[src/rtl/srcp_pkg.sv]
// srcp_pkg: shared types and constants for the scan range to cartesian point unit
// word formats, configuration register map, cordic datapath widths, arctangent table
// no dependencies
`timescale 1ns / 1ps

package srcp_pkg;

  // datapath widths: x/y carry 24 fraction bits (16 of q15.16 plus 8 guard)
  localparam int unsigned XY_W       = 42;
  localparam int unsigned Z_W        = 33;
  localparam int unsigned GUARD_BITS = 8;
  localparam int unsigned MAX_STAGES = 32;

  // cordic gain compensation in q0.32
  localparam logic [31:0] GAIN_Q32 = 32'h9B74_EDA8;

  // quarter turn as a binary angle
  localparam logic signed [31:0] QUARTER_TURN = 32'sh4000_0000;

  // atan(2^-i) as binary angles, rounded to nearest
  localparam logic [31:0] ATAN_TABLE [MAX_STAGES] = '{
    32'h2000_0000, 32'h12E4_051E, 32'h09FB_385B, 32'h0511_11D4,
    32'h028B_0D43, 32'h0145_D7E1, 32'h00A2_F61E, 32'h0051_7C55,
    32'h0028_BE53, 32'h0014_5F2F, 32'h000A_2F98, 32'h0005_17CC,
    32'h0002_8BE6, 32'h0001_45F3, 32'h0000_A2FA, 32'h0000_517D,
    32'h0000_28BE, 32'h0000_145F, 32'h0000_0A30, 32'h0000_0518,
    32'h0000_028C, 32'h0000_0146, 32'h0000_00A3, 32'h0000_0051,
    32'h0000_0029, 32'h0000_0014, 32'h0000_000A, 32'h0000_0005,
    32'h0000_0003, 32'h0000_0001, 32'h0000_0001, 32'h0000_0000
  };

  typedef enum logic [1:0] {
    CFG_START_ANGLE = 2'd0,
    CFG_ANGLE_STEP  = 2'd1,
    CFG_MIN_RANGE   = 2'd2,
    CFG_MAX_RANGE   = 2'd3
  } cfg_idx_e;

  typedef struct packed {
    logic [30:0] range_sample;
    logic        scan_start;
  } in_word_t;

  typedef struct packed {
    logic signed [31:0] point_x;
    logic signed [31:0] point_y;
  } out_word_t;

  typedef struct packed {
    logic [31:0] start_angle;
    logic [31:0] angle_step;
    logic [30:0] min_range;
    logic [30:0] max_range;
  } cfg_t;

  // state handed from one cordic cell to the next
  typedef struct packed {
    logic                   valid;
    logic                   flip;
    logic signed [XY_W-1:0] x;
    logic signed [XY_W-1:0] y;
    logic signed [Z_W-1:0]  z;
  } cordic_word_t;

endpackage

[src/rtl/srcp_finish.sv]
// srcp_finish: undo the half-turn fold, round off guard bits, saturate to 32 bits
// one register stage after the last cordic cell
// depends on srcp_pkg
`timescale 1ns / 1ps

module srcp_finish (
  input  logic                   clk_i,
  input  logic                   rst_ni,
  input  logic                   en_i,
  input  srcp_pkg::cordic_word_t in_i,
  output logic                   valid_o,
  output srcp_pkg::out_word_t    word_o
);

  localparam int unsigned SUM_W = srcp_pkg::XY_W + 1;
  localparam int unsigned RES_W = SUM_W - srcp_pkg::GUARD_BITS;

  function automatic logic signed [31:0] round_sat(input logic signed [srcp_pkg::XY_W-1:0] v,
                                                   input logic flip);
    logic signed [SUM_W-1:0] s;
    logic signed [SUM_W-1:0] sum;
    logic signed [RES_W-1:0] r;
    logic signed [31:0]      res;
    s   = flip ? -SUM_W'(v) : SUM_W'(v);
    sum = s + SUM_W'(1 << (srcp_pkg::GUARD_BITS - 1));
    r   = sum[SUM_W-1:srcp_pkg::GUARD_BITS];
    if (r > RES_W'(32'sh7FFF_FFFF)) begin
      res = 32'sh7FFF_FFFF;
    end else if (r < -RES_W'(33'sh0_8000_0000)) begin
      res = 32'sh8000_0000;
    end else begin
      res = r[31:0];
    end
    return res;
  endfunction

  logic                valid_q;
  srcp_pkg::out_word_t word_q;

  always_ff @(posedge clk_i or negedge rst_ni) begin
    if (!rst_ni) begin
      valid_q <= 1'b0;
    end else if (en_i) begin
      valid_q <= in_i.valid;
    end
  end

  always_ff @(posedge clk_i) begin
    if (en_i) begin
      word_q.point_x <= round_sat(in_i.x, in_i.flip);
      word_q.point_y <= round_sat(in_i.y, in_i.flip);
    end
  end

  assign valid_o = valid_q;
  assign word_o  = word_q;

endmodule

[config.mk]
export PLATFORM = sky130hd
export DESIGN_NAME = srcp_finish
export DESIGN_NICKNAME = d
export VERILOG_FILES = /design/src/rtl/srcp_pkg.sv /design/src/rtl/srcp_finish.sv
export SDC_FILE = /design/constraint.sdc
export NUM_CORES = 1
export LEC_CHECK = 0
export ABC_CLOCK_PERIOD_IN_PS = 800
export BUFFER_PORTS_ARGS = -buffer_cell sky130_fd_sc_hd__buf_2
export CORE_ASPECT_RATIO = 1.2
export CORE_UTILIZATION = 45
export DETAILED_ROUTE_END_ITERATION = 7
export HOLD_SLACK_MARGIN = 0.06
export PLACE_DENSITY = 0.73
export REMOVE_ABC_BUFFERS = 1
export SKIP_CTS_REPAIR_TIMING = 1
export SLEW_MARGIN = 20
export SYNTH_ARGS = -nofsm -noshare
export SYNTH_HDL_FRONTEND = slang
export SYNTH_SLANG_ARGS = --single-unit
[constraint.sdc]
create_clock -name clk_i -period 0.8 [get_ports clk_i]
set_clock_uncertainty 0.1 [all_clocks]
set_input_delay 0.04 -clock clk_i [delete_from_list [all_inputs] [get_ports clk_i]]
set_output_delay 0.04 -clock clk_i [all_outputs]
set_load 0.01 [all_outputs]
Word-level counts from Yosys, hierarchy flattened
Cells that the tools add are included.
- register bits after elaboration: 65
- latch bits: 0
- RAM bits: 0
- memory bits (read-only): 0
- input port bits: 122
- output and inout port bits: 65
- word-level logic and storage cells: 15
- memories: 0
- $add $sub $neg: 4
- multipliers: 0
- div/mod/pow operators: 0
- $lt $le $gt $ge: 4
- equality and inequality tests: 0
- shift-type cells: 0
- mux-type cells: 4
- bitwise logic cells: 0
- reductions and logical operators: 0
- operators by type and width (kind ; number):
    adder 43 x 9 -> 43 bit, second input constant ; 2
    two-way mux 43 bit ; 2
    negator 42 -> 43 bit ; 2
    > comparator 35 x 32 -> 1 bit, second input constant ; 2
    less-than comparator 35 x 32 -> 1 bit, second input constant ; 2
    two-way mux 32 bit ; 2

Depth between registers and ports, before layout
Gate-level depths: netlist of the first run.
- depth after elaboration: 5
- mapped depth: 16
- mapped depth without buffers: 11

Worst setup path before layout of the first run
Ideal clock, no wire load.
- path type: input-to-reg
- start: in in_i[117] (netlist name)
- end: reg word_q, in the netlist word_o[37] (data pin)
- setup time: 0.268 ns
- data arrival time: 3.696 ns
- required time: 0.432 ns
- setup slack: -3.264 ns
- cell stages on the path: 16
- buffers on the path: 7
- cells stage by stage: clkbuf_1 buf_6 clkbuf_1 buf_1 buf_4 clkbuf_1 o21ai_0 xnor2_1 ha_1 nand3_1 nor4b_4 nor4b_4 nand4_1 a211oi_2 buf_2 o32ai_1
- cells in the longest elaborated chain, start to end: 4
- elaborated cells on any way between the ends: 5
- classes of those cells: add/sub (1); order compare (2); mux (2)
- ends and longest elaborated chain (item ; line ; source):
    start, declared ; srcp_finish.sv:10 ; input srcp_pkg::cordic_word_t in_i,
    two-way mux 43 bit * ; srcp_finish.sv:24 ; s = flip ? -SUM_W'(v) : SUM_W'(v);
    adder 43 x 9 -> 43 bit * ; srcp_finish.sv:25 ; sum = s + SUM_W'(1 << (srcp_pkg::GUARD_BITS - 1));
    less-than comparator 35 x 32 -> 1 bit ; srcp_finish.sv:29 ; end else if (r < -RES_W'(33'sh0_8000_0000)) begin
    two-way mux 32 bit ; srcp_finish.sv:29 ;
    end, declared ; srcp_finish.sv:38 ; srcp_pkg::out_word_t word_q;
Mark *: on every way between the ends. The rest lies on a longest branch, timed or not.
A chain may end at the register's enable or synchronous reset.

Final worst setup path of the first run
- start: in in_i[39] (netlist name)
- end: reg word_q, in the netlist word_o[7] (data pin)
- cells in the longest elaborated chain, start to end: 5
- elaborated cells on any way between the ends: 6
- classes of those cells: add/sub (2); order compare (2); mux (2)
- ends and longest elaborated chain (item ; line):
    negator 42 -> 43 bit ; srcp_finish.sv:24
    two-way mux 43 bit * ; srcp_finish.sv:24
    adder 43 x 9 -> 43 bit * ; srcp_finish.sv:25
    less-than comparator 35 x 32 -> 1 bit ; srcp_finish.sv:29
    two-way mux 32 bit ; srcp_finish.sv:29
Marked as above.

==> out/metrics.cfg, run 1 <==
[status]
outcome=finished, violations left
violations=negative hold slack, negative setup slack

[grt]
overflow=0
grt_pass1_vias=7285
antenna_found_initial=0
grtUsageTotal_pct=26.7
grt_pass1_wl_mm=33.6
grt_max_degree=33

[power_and_ir_drop]
peakVddDrop_v=0.00110
power.total_mw=14.1
switching_share_pct=31.4
internal_power_mw=9.69
pwr-share-seq_pct=31.4
leakage_nw=4.59
power.switching_mw=4.43
power.share.clock_pct=29.0
comb_power_share_pct=39.7
power.density_nw_per_um2=1260

[clocking]
cts_tree=yes
cts.sink_count=65
cts_buffers=9
clk-insertion-delay-late_ps=340
htreeDepth=3
cts-root-buf=clkbuf_16
clkTransAtPathRegs_ps=50
clk_path_buf_depth=2

[detailed_routing]
finalWirelength_mm=25.4
avgViaCountPerCell=5.92
ant_nets=0
drc_errors=0
num_vias=8133
wl_per_cell_um=18.5
dr.pass1.iters=5
drt_iter0_drc=609

[synth]
syn_area_sq_um=6930
ys_seq_area_share_pct=28.1
netlist.area_leader.share_pct=27.8
yosys_warnings=0
synth_largest_area_cell=edfxtp_1
ys_ff_latch=65
ys_types=88
synth_area_leaders=edfxtp_1, xor2_1, xnor2_1, o22ai_2, o32ai_1
synthTopCellsByCount=edfxtp_1, xor2_1, xnor2_1
async_reset_ff_share_pct=1.54
synth-edff-count=64
syn_inst=762
synth-main-ff-cell=edfxtp_1
synth_most_common_cell=edfxtp_1
synth_area_per_cell_sq_um=9.09

[layout]
postLayoutCellArea_sq_um=11200
area_growth_pct=62.2
antenna_cells=0
fin_nets=1288
drive_above_1_share_pct=52.5

[die]
die_h_um=138
core-area_sq_um=15000
pin_count=187
die-area_sq_um=15900
chipWidth_um=115
fp-row-count=49
start_util_pct=46.1

[timing]
hold_violations=1
fin_tns_setup_ps=-167480
worst_pin_slew_ps=491
drv_slew=0
timing.fmax_ghz=0.302
setup_violations=130
period_share_pct=413
slew_headroom_pct=67.1
rsz0062_at_grt=yes
setup_ws_ps=-2510
period_needed_ps=3310
holdWs_ps=-163

[placed_design]
port_buffers=153
hpwlAfterDp_mm=17.0
place_area_sq_um=9860
place.gp.congestion=0.942

[setup_path]
r2r_slack_ps=-50
slowest_delay_ps=590
cp_slowest_cell=or4_4
start_kind=input pin
path_class=input pin to register
cp_max_fo=20
cp.required_ps=850
endpoint_kind=register
crit_arrival_ps=3350
cp_cell_sequence=buf_6 -> or4_4 -> or4_4 -> o31a_4 -> xnor2_4 -> nor3_4 -> nand3_4 -> o41ai_4 -> nor3_4 -> buf_12 -> o32ai_1

[min_path]
hold_path_class=input pin to register

[job]
drv_cap=0

-- final cells by class --
type / instances / area (sq um)
clock buffers: 14 / 274
fillers: 1090 / 3790
repair buffers: 458 / 3460
well taps: 204 / 255
inverters: 13 / 48.8
clock inverters: 2 / 37.5
flip-flops and latches: 65 / 1950
multi-input cells: 617 / 5210
-- cell families after synthesis --
family / count (synthesis) / share of synthesized area, %
AOI/OAI and AO/OA: 209 / 24.8
buffers and inverters: 80 / 5.89
xor gates and xnor gates: 111 / 14.0
adders and majority gates: 2 / 0.361
and+or+nand+nor: 289 / 25.9
DFF: 65 / 28.1
muxes: 6 / 0.903
-- sequential cells by signal, summed over array words and instances, names as in the netlist --
name / cells
valid_o: 1
word_o: 64
-- worst max-delay path: cells and delay by family --
kind	cells	cell delay (ps)
AND/OR/NAND/NOR	5	1680
AO/OA/AOI/OAI	3	1180
XOR/XNOR	1	150
buffers and inverters	2	280
-- metrics by stage --
| stage | utilization [%] | std cells | setup WS (ps) | hold slack [ps] |
|---|---|---|---|---|
| 4_1_cts | 67.7 | 1344 | -2730 | -633 |
| 5_1_grt | 74.8 | 1373 | -2570 | -160 |
| 3_3_place_gp | 65.6 | 1328 | -2910 | -285 |
| 6_report | 74.8 | 1373 | -2510 | -163 |
| 2_1_floorplan | - | 695 | -5040 | -356 |
| 3_5_place_dp | 65.6 | 1328 | -3050 | -282 |
-- path summary, 6_finish.rpt --
path | cells past startpoint | from | endpoint
max in group asynchronous | 3 | rst_ni | valid_o
worst min register to register | 1 | valid_o | valid_o
worst max register to register | 1 | valid_o | valid_o
worst max-delay path | 11 | in_i[39] | word_o[7]
worst min-delay path | 2 | in_i[118] | valid_o
min in group asynchronous | 3 | rst_ni | valid_o
-- cell usage in the layout (no fill, tap or decap), types with 13 or more instances in the layout --
cell type  Yosys  layout
a21oi_1       23      22
edfxtp_1      64      64
nor3_1        34      30
nor2_1        34      34
o32ai_2        2      17
clkbuf_16      0      15
o31ai_1       21      18
xnor2_1       52      51
nand4_1       19      19
o21ai_0       34      30
nand2_1       44      42
buf_6         10      24
nand3_1       25      22
buf_12         0      13
buf_2         20     147
buf_4          2     263
o32ai_1       29      14
nor4_1        25      20
o22ai_2       27      29
xor2_1        59      59
or3_1         17      16
-- power by group through the flow --
| stage | clock [mW] | combinational, mW | sequential, mW |
|---|---|---|---|
| detailed placement | 0 | 4.73 | 4.49 |
| floorplan | 0 | 1.96 | 4.72 |
| CTS | 4.07 | 4.75 | 4.43 |
| global placement | 0 | 4.63 | 4.49 |
| global route | 4.22 | 5.95 | 4.47 |
| finish | 4.09 | 5.60 | 4.43 |
-- routing by layer --
metal / global-route usage [%] / up-vias / part of all wire, %
li1: - / 3812 / -
met1: 27.8 / 3812 / 35
met2: 52.1 / 379 / 54
met3: 2.32 / 130 / 4.6
met4: 15.0 / 0 / 6.0
met5: 0 / - / 0
Note: power is estimated with default switching activity, not from simulation.
==> run 2: changes to the inputs <==
--- a/config.mk
+++ b/config.mk
@@ -13,8 +13,10 @@
 export HOLD_SLACK_MARGIN = 0.06
 export PLACE_DENSITY = 0.73
 export REMOVE_ABC_BUFFERS = 1
+export SETUP_SLACK_MARGIN = 0.5
 export SKIP_CTS_REPAIR_TIMING = 1
 export SLEW_MARGIN = 20
 export SYNTH_ARGS = -nofsm -noshare
 export SYNTH_HDL_FRONTEND = slang
 export SYNTH_SLANG_ARGS = --single-unit
+export TNS_END_PERCENT = 30
==> out/metrics.cfg, run 2 (same netlist as run 1, synthesis figures left out) <==
[die]
fp-row-count=49
chipWidth_um=115
start_util_pct=46.1
core-area_sq_um=15000
die-area_sq_um=15900
pin_count=187
die_h_um=138

[layout]
antenna_cells=0
postLayoutCellArea_sq_um=11000
postLayoutCoreUtil_pct=73.0
area_growth_pct=58.4
final_cell_mix=buf_4, buf_2, edfxtp_1, xor2_1, xnor2_1
fin_nets=1279
drive_above_1_share_pct=51.0
largest_reg_flops=64
final_common_cell=buf_4
n_fill_cell=1134

[grt]
overflow=0
met3_usage_pct=2.32
grtUsageMet1_pct=27.8
met2_usage_pct=52.1
antenna_found_initial=0
grt_max_degree=33
grt_pass1_vias=7285
grtUsageTotal_pct=26.7
grt_pass1_wl_mm=33.6
top_usage_layer=met2

[placed_design]
pre_cts_ws_ps=-3050
place_area_sq_um=9860
hpwlAfterDp_mm=17.0
place.gp.congestion=0.942
port_buffers=153

[power_and_ir_drop]
leakage_nw=4.48
power.density_nw_per_um2=1260
peakVddDrop_v=0.00105

[clocking]
clk_path_buf_depth=2
cts_buffers=9
htreeDepth=3
clk-insertion-delay-late_ps=330
clkTransAtPathRegs_ps=50
cts-root-buf=clkbuf_16
cts.sink_count=65
cts_tree=yes

[timing]
worst_pin_slew_ps=492
hold_violations=2
setup_violations=130
drv_slew=0
setup_ws_ps=-2520
period_needed_ps=3320
slew_headroom_pct=67.1
rsz0062_at_grt=yes
holdWs_ps=-633
period_share_pct=414
fin_tns_setup_ps=-166870
timing.fmax_ghz=0.302

[setup_path]
path_class=input pin to register
crit_arrival_ps=3360
start_kind=input pin
cp.required_ps=850
cp-startpoint=in_i[39]
endpoint_kind=register
cp_slowest_cell=or4_4
r2r-start=valid_o
slowest_delay_ps=590
r2r_slack_ps=-50
cp_cell_sequence=buf_6 -> or4_4 -> or4_4 -> o31a_4 -> xnor2_4 -> nor3_4 -> nand3_4 -> o41ai_4 -> nor3_4 -> buf_12 -> o32ai_1
cp_max_fo=20

[job]
drv_cap=0

[detailed_routing]
avgViaCountPerCell=5.79
dr.pass1.iters=5
num_vias=7900
finalWirelength_mm=23.7
ant_nets=0
wl_per_cell_um=17.4
drt_iter0_drc=509
drc_errors=0

[min_path]
hold_path_class=input pin to asynchronous set/reset pin

[status]
violations=negative hold slack, negative setup slack
outcome=finished, violations left

## run 2: cell types whose count changed in the layout (fill, tap and decap cells not counted), moves of 2 or more
cell / before / now
a31oi_2: 0 / 2
buf_16: 0 / 2
buf_4: 263 / 265
buf_6: 24 / 16
clkbuf_16: 15 / 13
dlygate4sd3_1: 2 / 0
nor4_1: 20 / 23
nor4_4: 9 / 7
o32ai_1: 14 / 20
o32ai_2: 17 / 11
## run 2: per-layer routing
layer  wire, um  share of wire (%)  vias to the layer above
li1           -                  -                     3794
met1       8610                 36                     3698
met2      12900                 54                      309
met3        943                4.0                       99
met4       1240                5.2                        0
met5          0                  0                        -
## run 2: path summary, 6_finish.rpt
| check | endpoint | depth (start not counted) |
|---|---|---|
| max | word_o[7] | 11 |
| min | valid_o | 1 |
| max reg2reg | valid_o | 1 |
| min reg2reg | valid_o | 1 |
| max in group asynchronous | valid_o | 1 |
| min in group clk_i | valid_o | 2 |
## run 2: final cells by class
class	instances	area (sq um)	area share [%]
multi-input cells	617	5070	46.2
repair buffers	449	3340	30.4
flip-flops and latches	65	1950	17.7
clock buffers	14	274	2.50
well taps	204	255	2.33
inverters	13	48.8	0.445
clock inverters	2	37.5	0.342
## run 2: metrics by stage
| stage | std cells | power (mW) |
|---|---|---|
| after floorplan | 695 | 6.68 |
| after global placement | 1328 | 9.12 |
| after detailed placement | 1328 | 9.21 |
| after CTS | 1344 | 13.3 |
| after global routing | 1364 | 14.4 |
| final | 1364 | 13.8 |
## run 2: where the power goes
group | total [mW] | switching (mW) | internal (mW)
Sequential | 4.42 | 0.117 | 4.30
Combinational | 5.34 | 2.73 | 2.61
Clock | 4.07 | 1.41 | 2.67
Total | 13.8 | 4.26 | 9.58
## run 2: worst max-delay path, delay by kind of cell
family	cells	cell delay (ps)
AO/OA/AOI/OAI	3	1180
AND/OR/NAND/NOR	5	1680
XOR/XNOR	1	150
buffers and inverters	2	280
