===== config.mk =====
export PLATFORM = sky130hd
export DESIGN_NAME = srcp_cell
export DESIGN_NICKNAME = d
export VERILOG_FILES = /design/src/rtl/srcp_pkg.sv /design/src/rtl/srcp_cell.sv
export SDC_FILE = /design/constraint.sdc
export NUM_CORES = 1
export LEC_CHECK = 0
export ABC_AREA = 1
export BUFFER_PORTS_ARGS = -buffer_cell sky130_fd_sc_hd__buf_2
export CAP_MARGIN = 10
export CORE_UTILIZATION = 55
export CTS_CLUSTER_DIAMETER = 120
export DETAILED_ROUTE_END_ITERATION = 12
export PLACE_DENSITY = 0.78
export SLEW_MARGIN = 20
export SYNTH_ARGS = -nofsm -noshare
export SYNTH_HDL_FRONTEND = slang
export SYNTH_SLANG_ARGS = --single-unit

===== constraint.sdc =====
create_clock -name clk_i -period 1.15 [get_ports clk_i]
set_clock_uncertainty 0.2 [all_clocks]
set_input_delay 0.2875 -clock clk_i [delete_from_list [all_inputs] [get_ports clk_i]]
set_output_delay 0.2875 -clock clk_i [all_outputs]
set_load 0.02 [all_outputs]

===== src/rtl/srcp_pkg.sv =====
// srcp_pkg: shared types and constants for the scan range to cartesian point unit
// word formats, configuration register map, cordic datapath widths, arctangent table
// no dependencies
`timescale 1ns / 1ps

package srcp_pkg;

  // datapath widths: x/y carry 24 fraction bits (16 of q15.16 plus 8 guard)
  localparam int unsigned XY_W       = 42;
  localparam int unsigned Z_W        = 33;
  localparam int unsigned GUARD_BITS = 8;
  localparam int unsigned MAX_STAGES = 32;

  // cordic gain compensation in q0.32
  localparam logic [31:0] GAIN_Q32 = 32'h9B74_EDA8;

  // quarter turn as a binary angle
  localparam logic signed [31:0] QUARTER_TURN = 32'sh4000_0000;

  // atan(2^-i) as binary angles, rounded to nearest
  localparam logic [31:0] ATAN_TABLE [MAX_STAGES] = '{
    32'h2000_0000, 32'h12E4_051E, 32'h09FB_385B, 32'h0511_11D4,
    32'h028B_0D43, 32'h0145_D7E1, 32'h00A2_F61E, 32'h0051_7C55,
    32'h0028_BE53, 32'h0014_5F2F, 32'h000A_2F98, 32'h0005_17CC,
    32'h0002_8BE6, 32'h0001_45F3, 32'h0000_A2FA, 32'h0000_517D,
    32'h0000_28BE, 32'h0000_145F, 32'h0000_0A30, 32'h0000_0518,
    32'h0000_028C, 32'h0000_0146, 32'h0000_00A3, 32'h0000_0051,
    32'h0000_0029, 32'h0000_0014, 32'h0000_000A, 32'h0000_0005,
    32'h0000_0003, 32'h0000_0001, 32'h0000_0001, 32'h0000_0000
  };

  typedef enum logic [1:0] {
    CFG_START_ANGLE = 2'd0,
    CFG_ANGLE_STEP  = 2'd1,
    CFG_MIN_RANGE   = 2'd2,
    CFG_MAX_RANGE   = 2'd3
  } cfg_idx_e;

  typedef struct packed {
    logic [30:0] range_sample;
    logic        scan_start;
  } in_word_t;

  typedef struct packed {
    logic signed [31:0] point_x;
    logic signed [31:0] point_y;
  } out_word_t;

  typedef struct packed {
    logic [31:0] start_angle;
    logic [31:0] angle_step;
    logic [30:0] min_range;
    logic [30:0] max_range;
  } cfg_t;

  // state handed from one cordic cell to the next
  typedef struct packed {
    logic                   valid;
    logic                   flip;
    logic signed [XY_W-1:0] x;
    logic signed [XY_W-1:0] y;
    logic signed [Z_W-1:0]  z;
  } cordic_word_t;

endpackage


===== src/rtl/srcp_cell.sv =====
// srcp_cell: one cordic rotation stage, shift and arctangent fixed by SHIFT
// registered, hands its word to the next cell
// depends on srcp_pkg
`timescale 1ns / 1ps

module srcp_cell #(
  parameter int unsigned SHIFT = 0
) (
  input  logic                   clk_i,
  input  logic                   rst_ni,
  input  logic                   en_i,
  input  srcp_pkg::cordic_word_t in_i,
  output srcp_pkg::cordic_word_t out_o
);

  localparam logic signed [srcp_pkg::Z_W-1:0] ATAN =
    srcp_pkg::Z_W'($signed({1'b0, srcp_pkg::ATAN_TABLE[SHIFT]}));

  logic signed [srcp_pkg::XY_W-1:0] x_in, y_in, xs, ys;
  logic signed [srcp_pkg::Z_W-1:0]  z_in;
  srcp_pkg::cordic_word_t           word_d;

  logic                             valid_q;
  logic                             flip_q;
  logic signed [srcp_pkg::XY_W-1:0] x_q, y_q;
  logic signed [srcp_pkg::Z_W-1:0]  z_q;

  assign x_in = in_i.x;
  assign y_in = in_i.y;
  assign z_in = in_i.z;
  assign xs   = x_in >>> SHIFT;
  assign ys   = y_in >>> SHIFT;

  always_comb begin
    word_d.valid = in_i.valid;
    word_d.flip  = in_i.flip;
    // non-negative residual rotates forward
    if (!z_in[srcp_pkg::Z_W-1]) begin
      word_d.x = x_in - ys;
      word_d.y = y_in + xs;
      word_d.z = z_in - ATAN;
    end else begin
      word_d.x = x_in + ys;
      word_d.y = y_in - xs;
      word_d.z = z_in + ATAN;
    end
  end

  always_ff @(posedge clk_i or negedge rst_ni) begin
    if (!rst_ni) begin
      valid_q <= 1'b0;
    end else if (en_i) begin
      valid_q <= word_d.valid;
    end
  end

  always_ff @(posedge clk_i) begin
    if (en_i) begin
      flip_q <= word_d.flip;
      x_q    <= word_d.x;
      y_q    <= word_d.y;
      z_q    <= word_d.z;
    end
  end

  assign out_o.valid = valid_q;
  assign out_o.flip  = flip_q;
  assign out_o.x     = x_q;
  assign out_o.y     = y_q;
  assign out_o.z     = z_q;

endmodule


==> impl_metrics.toml, run 1 <==
[clock_tree]
cts_buffer_depth = 2
h-tree-depth = 4
cts-root-buf = "clkbuf_16"
cts_sinks = 118
cts_buffers = 17

[placed_design]
portBuffers = 240
hpwl_um = 50600
gp_congestion = 1.06
post-place-ws_ps = -1590

[floorplan]
placementRows = 58
start_util_pct = 56.2
die_w_um = 162
die_h_um = 162
io-pin-count = 241

[outcome]
error_line = "[ERROR GRT-0116] Global routing finished with congestion. Check the congestion regions in the DRC Viewer."
failing_step = "5_1_grt"
status = "aborted with a tool error"

[logic_synthesis]
synthFlopType = "edfxtp_1"
avgSynthCellArea_um2 = 6.33
yosysSeqAreaShare_pct = 25.0
netlist_area_mm2 = 0.0142
yosysWarnings = 0
syn_nets = 2489
async_flop_share_pct = 0.847
ys_types = 43
synth_edf_count = 117
synth-seq-cells = 118
syn_inst = 2238

[grt]
grt_max_degree = 46
grt_pass1_wl_um = 205000
grt_use_total_pct = 110
grt_overflow = 4462
grt_pass1_vias = 27500
-- synthesized netlist by cell type (all sizes together) (10+ instances only) --
cell / count / area [µm²]
a21oi: 135 / 694
buf: 51 / 397
edfxtp: 117 / 3510
ha: 125 / 1560
inv: 394 / 1480
nand2: 793 / 3070
nand3: 196 / 1020
nand4: 11 / 68.8
nor2: 202 / 898
nor3: 11 / 60.1
o21ai: 91 / 485
o21bai: 24 / 180
o22ai: 10 / 62.6
xor2: 29 / 254
-- per-stage QoR --
| step | hold slack (ps) | std cells | utilization (%) | area, µm² | setup TNS [ps] |
|---|---|---|---|---|---|
| after global placement | -137 | 3173 | 78.5 | 19800 | -113210 |
| after detailed placement | -132 | 3173 | 78.5 | 19800 | -120180 |
| after CTS | 7.67 | 3314 | 96.6 | 24300 | -94420 |
| after floorplan | -208 | 2238 | - | 15400 | -65920 |
-- kinds of logic after synthesis --
logic type,synth area share [%]
and+or+nand+nor,37.1
buffers and inverters,13.5
AOI/OAI and AO/OA,10.9
adders and majority gates,11.6
DFF,25.0
xor gates and xnor gates,1.79
muxes,0.0795
-- per-layer routing --
metal / GRT overflow / global-route usage (%)
met3: 472 / 97.5
met5: 93 / 93.4
met1: 1618 / 118
met4: 395 / 81.8
met2: 1884 / 125
-- what timing repair did --
item                                   CTS
pin swaps                              284
gates resized for setup                839
setup endpoints to repair              201
hold buffers                            34
setup buffers                           87
endpoints found under the hold margin   33
==> inputs of run 2 (changes only) <==
--- a/config.mk
+++ b/config.mk
@@ -8,10 +8,9 @@
 export ABC_AREA = 1
 export BUFFER_PORTS_ARGS = -buffer_cell sky130_fd_sc_hd__buf_2
 export CAP_MARGIN = 10
-export CORE_UTILIZATION = 55
-export CTS_CLUSTER_DIAMETER = 120
+export CORE_UTILIZATION = 40
 export DETAILED_ROUTE_END_ITERATION = 12
-export PLACE_DENSITY = 0.78
+export PLACE_DENSITY_LB_ADDON = 0.15
 export SLEW_MARGIN = 20
 export SYNTH_ARGS = -nofsm -noshare
 export SYNTH_HDL_FRONTEND = slang
==> impl_metrics.toml, run 2 <==
[grt]
grt_pass1_wl_um = 102000
grt_use_total_pct = 37.7
grt_pass1_vias = 18100
antenna_found_initial = 3
grt_overflow = 0
grt_max_degree = 43

[worst_setup_path]
cp.depth = 13
cp-end-kind = "flop"
path_max_fanout = 8
worstPathArrival_ps = 2940
slowest_stage = "xor2_1"
path_buf_inv = 5
worstSetupStartpointType = "primary input"
crit_type = "primary input to flop"
critical_path.most_common_cell = "buf_6"
critPathTopFamily = "XOR/XNOR gates"
reg2reg_depth = 1
cp_data_required_time_ps = 1150
crit_chain = "buf_8, inv_4, ha_4, buf_12, nand2_8, nor2_4, nand2_2, buf_6, o21ai_4, buf_6, xor2_1, nand2_1, o21ai_2"
reg2reg_slack_ps = 170
cpPeakStageDelay_ps = 730

[placed_design]
portBuffers = 240
dp.cells = 3348
gp_congestion = 0.986
post-place-ws_ps = -1720
hpwl_um = 53900

[routing]
viasPerCell = 5.53
via_count = 19300
ant_nets = 0
routed_wl_um = 78400
wire_per_inst_um = 22.4
drtPass1Iterations = 7
drt_iter0_markers = 2008
drc = 0

[clock_tree]
h-tree-depth = 4
cts.clk_slew.worst_paths_ps = 70
cts_sinks = 118
cts-root-buf = "clkbuf_16"
cts_tree = "yes"
insertion_delay_ps = 450
cts_buffer_depth = 2
cts_buffers = 17

[finish]
drive_gt1_share_pct = 54.3
mostFrequentLayoutCells = "nand2_1, buf_4, inv_1"
largest-register = "x_q"
fin_cells = 3496
area_growth_pct = 85.5
reg.largest.list = "x_q (42), y_q (41), z_q (33)"
fill_cells = 2399
final_common_cell = "nand2_1"
nNetsFinal = 3279
diodes = 0
largest_register_ffs = 42

[timing]
hold_ws_ps = 32.4
fin_crit_ps = 2940
period_share_pct = 256
maxSlewViolCount = 0
setup_viol = 202
setup_slack_ps = -1790
max_freq_mhz = 340
hold_violations = 0
slew_headroom_pct = 38.1
rsz0062_at_grt = "true"
max_slew.worst_pin.slew_ps = 925

[floorplan]
die_w_um = 190
die_area_mm2 = 0.0361
core_area_mm2 = 0.0347
io-pin-count = 241
placementRows = 68
die_h_um = 190
start_util_pct = 40.8

[logic_synthesis]
ys_types = 43
async_flop_share_pct = 0.847
syn_inst = 2238
yosysWarnings = 0
syn_nets = 2489
synth_edf_count = 117
synth_area_leader_cell = "edfxtp_1"
yosysMostFrequentCell = "nand2_1"
netlist_area_mm2 = 0.0142
yosysSeqAreaShare_pct = 25.0
yosys-top-cells-area = "edfxtp_1, nand2_1, ha_1"
yosys-top-cells-count = "nand2_1, inv_1, nand3_1"
synth-seq-cells = 118
synthFlopType = "edfxtp_1"
yosys.area.top_type_share_pct = 24.8
avgSynthCellArea_um2 = 6.33

[pwr]
p_leak_nw = 13.0
total_power_mw = 26.1
pwr-share-clk_pct = 21.9
p_sw_share_pct = 42.9
p_int_mw = 14.9
pwr_density_cell_mw_per_mm2 = 994
p_seq_share_pct = 22.3
combPwrFrac_pct = 55.8
p_switching_mw = 11.2
ir_drop_uv = 1460

[worst_hold_path]
holdPathStages = 2
hp-class = "primary input to flop"

[job]
maxCapViolCount = 0

[outcome]
violations = "setup timing"
status = "finished, violations left"
## run 2: layout make-up
type | count | area [µm²] | share of cell area, %
flip-flops and latches | 118 | 3540 | 13.5
inverters | 394 | 1670 | 6.34
well taps | 455 | 569 | 2.17
multi-input cells | 1666 | 12500 | 47.6
repair buffers | 831 | 7410 | 28.2
clock buffers | 17 | 425 | 1.62
clock inverters | 15 | 153 | 0.581
## run 2: per-stage QoR
step | TNS (ps) | utilization (%) | area (µm²)
floorplan | -65920 | - | 15400
global placement | -123270 | 58.7 | 20400
detailed placement | -127520 | 58.7 | 20400
CTS | -95900 | 68.6 | 23800
global route | -115530 | 75.6 | 26300
finish | -108390 | 75.6 | 26300
## run 2: final timing paths
check                      startpoint      end
setup / recovery             in_i[43]  y_q[13]
hold / removal                   en_i  valid_q
setup reg to reg              valid_q  valid_q
hold reg to reg               valid_q  valid_q
max in group asynchronous      rst_ni  valid_q
min in group asynchronous      rst_ni  valid_q
## run 2: logic make-up after synthesis
| kind of cell | Yosys count | share of synthesized area [%] |
|---|---|---|
| simple gates | 1233 | 37.1 |
| flops | 118 | 25.0 |
| fa+ha+maj | 129 | 11.6 |
| buf+inv | 454 | 13.5 |
| compound gates | 274 | 10.9 |
| mux | 1 | 0.0795 |
| xor+xnor | 29 | 1.79 |
## run 2: power groups by stage
stage          registers (mW)  logic (mW)  clock network [mW]
2_1_floorplan            6.36        5.00                   0
3_3_place_gp             5.69        10.3                   0
3_5_place_dp             5.70        10.4                   0
4_1_cts                  5.67        12.2                5.60
5_1_grt                  5.84        15.2                5.80
6_report                 5.81        14.6                5.72
## run 2: layer usage
metal	vias up	global-route usage [%]	part of all wire, %
li1	8629	-	-
met3	386	4.21	9.5
met1	9081	49.2	39
met2	1222	64.1	46
met4	4	13.0	5.7
met5	-	0	0.029
## run 2: repair_timing
| item | 4_1_cts | 5_1_grt |
|---|---|---|
| endpoints found under the hold margin | 33 | 0 |
| gates cloned | 0 | 0 |
| hold buffers | 34 | 0 |
| setup buffers | 45 | 57 |
| endpoints found under the setup margin | 201 | 202 |
| resized for setup | 624 | 570 |
| pin swaps | 155 | 203 |
No activity file was read; power rests on OpenSTA's default activity.
==> inputs of run 3 (changes only) <==
--- a/config.mk
+++ b/config.mk
@@ -6,10 +6,12 @@
 export NUM_CORES = 1
 export LEC_CHECK = 0
 export ABC_AREA = 1
+export ABC_CLOCK_PERIOD_IN_PS = 3700
 export BUFFER_PORTS_ARGS = -buffer_cell sky130_fd_sc_hd__buf_2
 export CAP_MARGIN = 10
 export CORE_UTILIZATION = 40
 export DETAILED_ROUTE_END_ITERATION = 12
+export GPL_TIMING_DRIVEN = 0
 export PLACE_DENSITY_LB_ADDON = 0.15
 export SLEW_MARGIN = 20
 export SYNTH_ARGS = -nofsm -noshare
==> constraint.sdc (replaced) <==
create_clock -name clk_i -period 3.7 [get_ports clk_i]
set_clock_uncertainty 0.2 [all_clocks]
set_input_delay 0.925 -clock clk_i [delete_from_list [all_inputs] [get_ports clk_i]]
set_output_delay 0.925 -clock clk_i [all_outputs]
set_load 0.02 [all_outputs]
==> impl_metrics.toml, run 3 (synthesized netlist as in run 2, its figures left out) <==
[outcome]
status = "finished, final reports clean"

[routing]
routed_wl_um = 59200
drt_iter0_markers = 1360
ant_nets = 0
drtPass1Iterations = 6
wire_per_inst_um = 20.0
drc = 0
viasPerCell = 5.25
via_count = 15600

[pwr]
ir_drop_uv = 345
pwr_density_cell_mw_per_mm2 = 349
p_leak_nw = 8.96
total_power_mw = 5.75

[worst_setup_path]
path_max_fanout = 5
reg2reg_depth = 1
worstPathArrival_ps = 3610
worstSetupStartpoint = "in_i[33]"
rr_startpoint = "valid_q"
crit_type = "primary input to flop"
cp_data_required_time_ps = 3710
cp-end-kind = "flop"
worstSetupStartpointType = "primary input"

[timing]
fin_crit_ps = 3600
slew_headroom_pct = 36.6
setup_viol = 0
period_share_pct = 97.2
max_slew.worst_pin.slew_ps = 951
rsz0062_at_grt = "false"
hold_ws_ps = 47.6
hold_violations = 0
maxSlewViolCount = 0
max_freq_mhz = 278

[floorplan]
die_h_um = 190
io-pin-count = 241
die_w_um = 190
start_util_pct = 40.8
die_area_mm2 = 0.0361
core_area_mm2 = 0.0347
placementRows = 68

[finish]
largest-register = "x_q"
reg.largest.list = "x_q (42), y_q (41), z_q (33)"
final_area_mm2 = 0.0165
area_growth_pct = 16.4
mostFrequentLayoutCells = "nand2_1, inv_1, buf_2"
nNetsFinal = 2748
drive_gt1_share_pct = 16.8
diodes = 0
final_common_cell = "nand2_1"
fin_cells = 2963
largest_register_ffs = 42

[grt]
grt_use_total_pct = 32.8
grt_pass1_vias = 14500
grt_max_degree = 77
grt_pass1_wl_um = 86100
grt_overflow = 0
antenna_found_initial = 0

[clock_tree]
cts.clk_slew.worst_paths_ps = 60
post_cts_buffers = 0
cts-root-buf = "clkbuf_16"
insertion_delay_ps = 440
cts_tree = "yes"
h-tree-depth = 4
cts_buffer_depth = 2
cts_buffers = 17
cts_sinks = 118

[placed_design]
hpwl_um = 49200
portBuffers = 239
dp.cells = 2933
gp_congestion = 0.977
placed_area_mm2 = 0.0160

[job]
maxCapViolCount = 0

[worst_hold_path]
hp-class = "primary input to async pin"
==> run 3: changes by cell type in the layout (fill, tap and decap cells not counted), sizes merged <==
| cell | previous run | this run |
|---|---|---|
| buf | 797 | 291 |
| dlygate4sd3 | 34 | 0 |
| clkbuf | 17 | 28 |
| clkinvlp | 8 | 2 |
| clkinv | 5 | 8 |
| bufinv | 2 | 1 |
==> run 3: power breakdown <==
group	total (mW)	switching [mW]	internal [mW]
combinational	2.45	1.72	0.729
clock	1.57	0.667	0.902
sequential	1.73	0.0394	1.69
total	5.75	2.43	3.32
==> run 3: timing repair <==
| item | CTS | global route |
|---|---|---|
| endpoints found under the setup margin | 0 | 2 |
| hold buffers | 0 | 0 |
| resized for setup | 0 | 1 |
==> run 3: worst paths after layout <==
kind | end | slack (ps)
worst max-delay path | y_q[32] | 100
worst min-delay path | valid_q | 50
worst max register to register | valid_q | 2750
worst min register to register | valid_q | 330
max in group asynchronous | valid_q | 3160
min in group clk_i | valid_q | 330
==> run 3: layout make-up <==
cell class	instances	area [µm²]
fill	3743	18200
buffer	60	432
sequential	118	3540
clock buffer	19	433
clock inverter	11	87.6
inverter	394	1480
timing repair buffer	240	1230
tap	455	569
multi-input combinational	1666	8710
==> run 3: metrics by stage <==
| stage | setup slack [ps] | utilization, % | setup TNS (ps) |
|---|---|---|---|
| 3_3_place_gp | -372 | 45.9 | -1470 |
| 6_report | 102 | 47.5 | 0 |
| 5_1_grt | 71.9 | 47.5 | 0 |
| 3_5_place_dp | -385 | 46.0 | -1550 |
| 2_1_floorplan | 770 | - | 0 |
| 4_1_cts | 103 | 47.5 | 0 |
==> run 3: worst max-delay path, cell delays in order <==
cell	delay, ps
buf_2	100
inv_1	50
ha_1	330
fa_1	560
inv_2	230
nand2_1	80
nand2_1	150
nand2_1	70
nand2_1	260
inv_1	140
o21ai_2	320
nand2_1	140
nand2_1	90
nand2_1	40
nand3_1	60
nand2_1	60
==> run 3: routing by layer <==
layer / up-vias / track usage [%] / wire length [µm]
met5: - / 0 / 0
met4: 0 / 13.1 / 2190
met3: 104 / 4.89 / 4500
met2: 698 / 52.3 / 26100
met1: 7211 / 44.3 / 26400
li1: 7541 / - / -
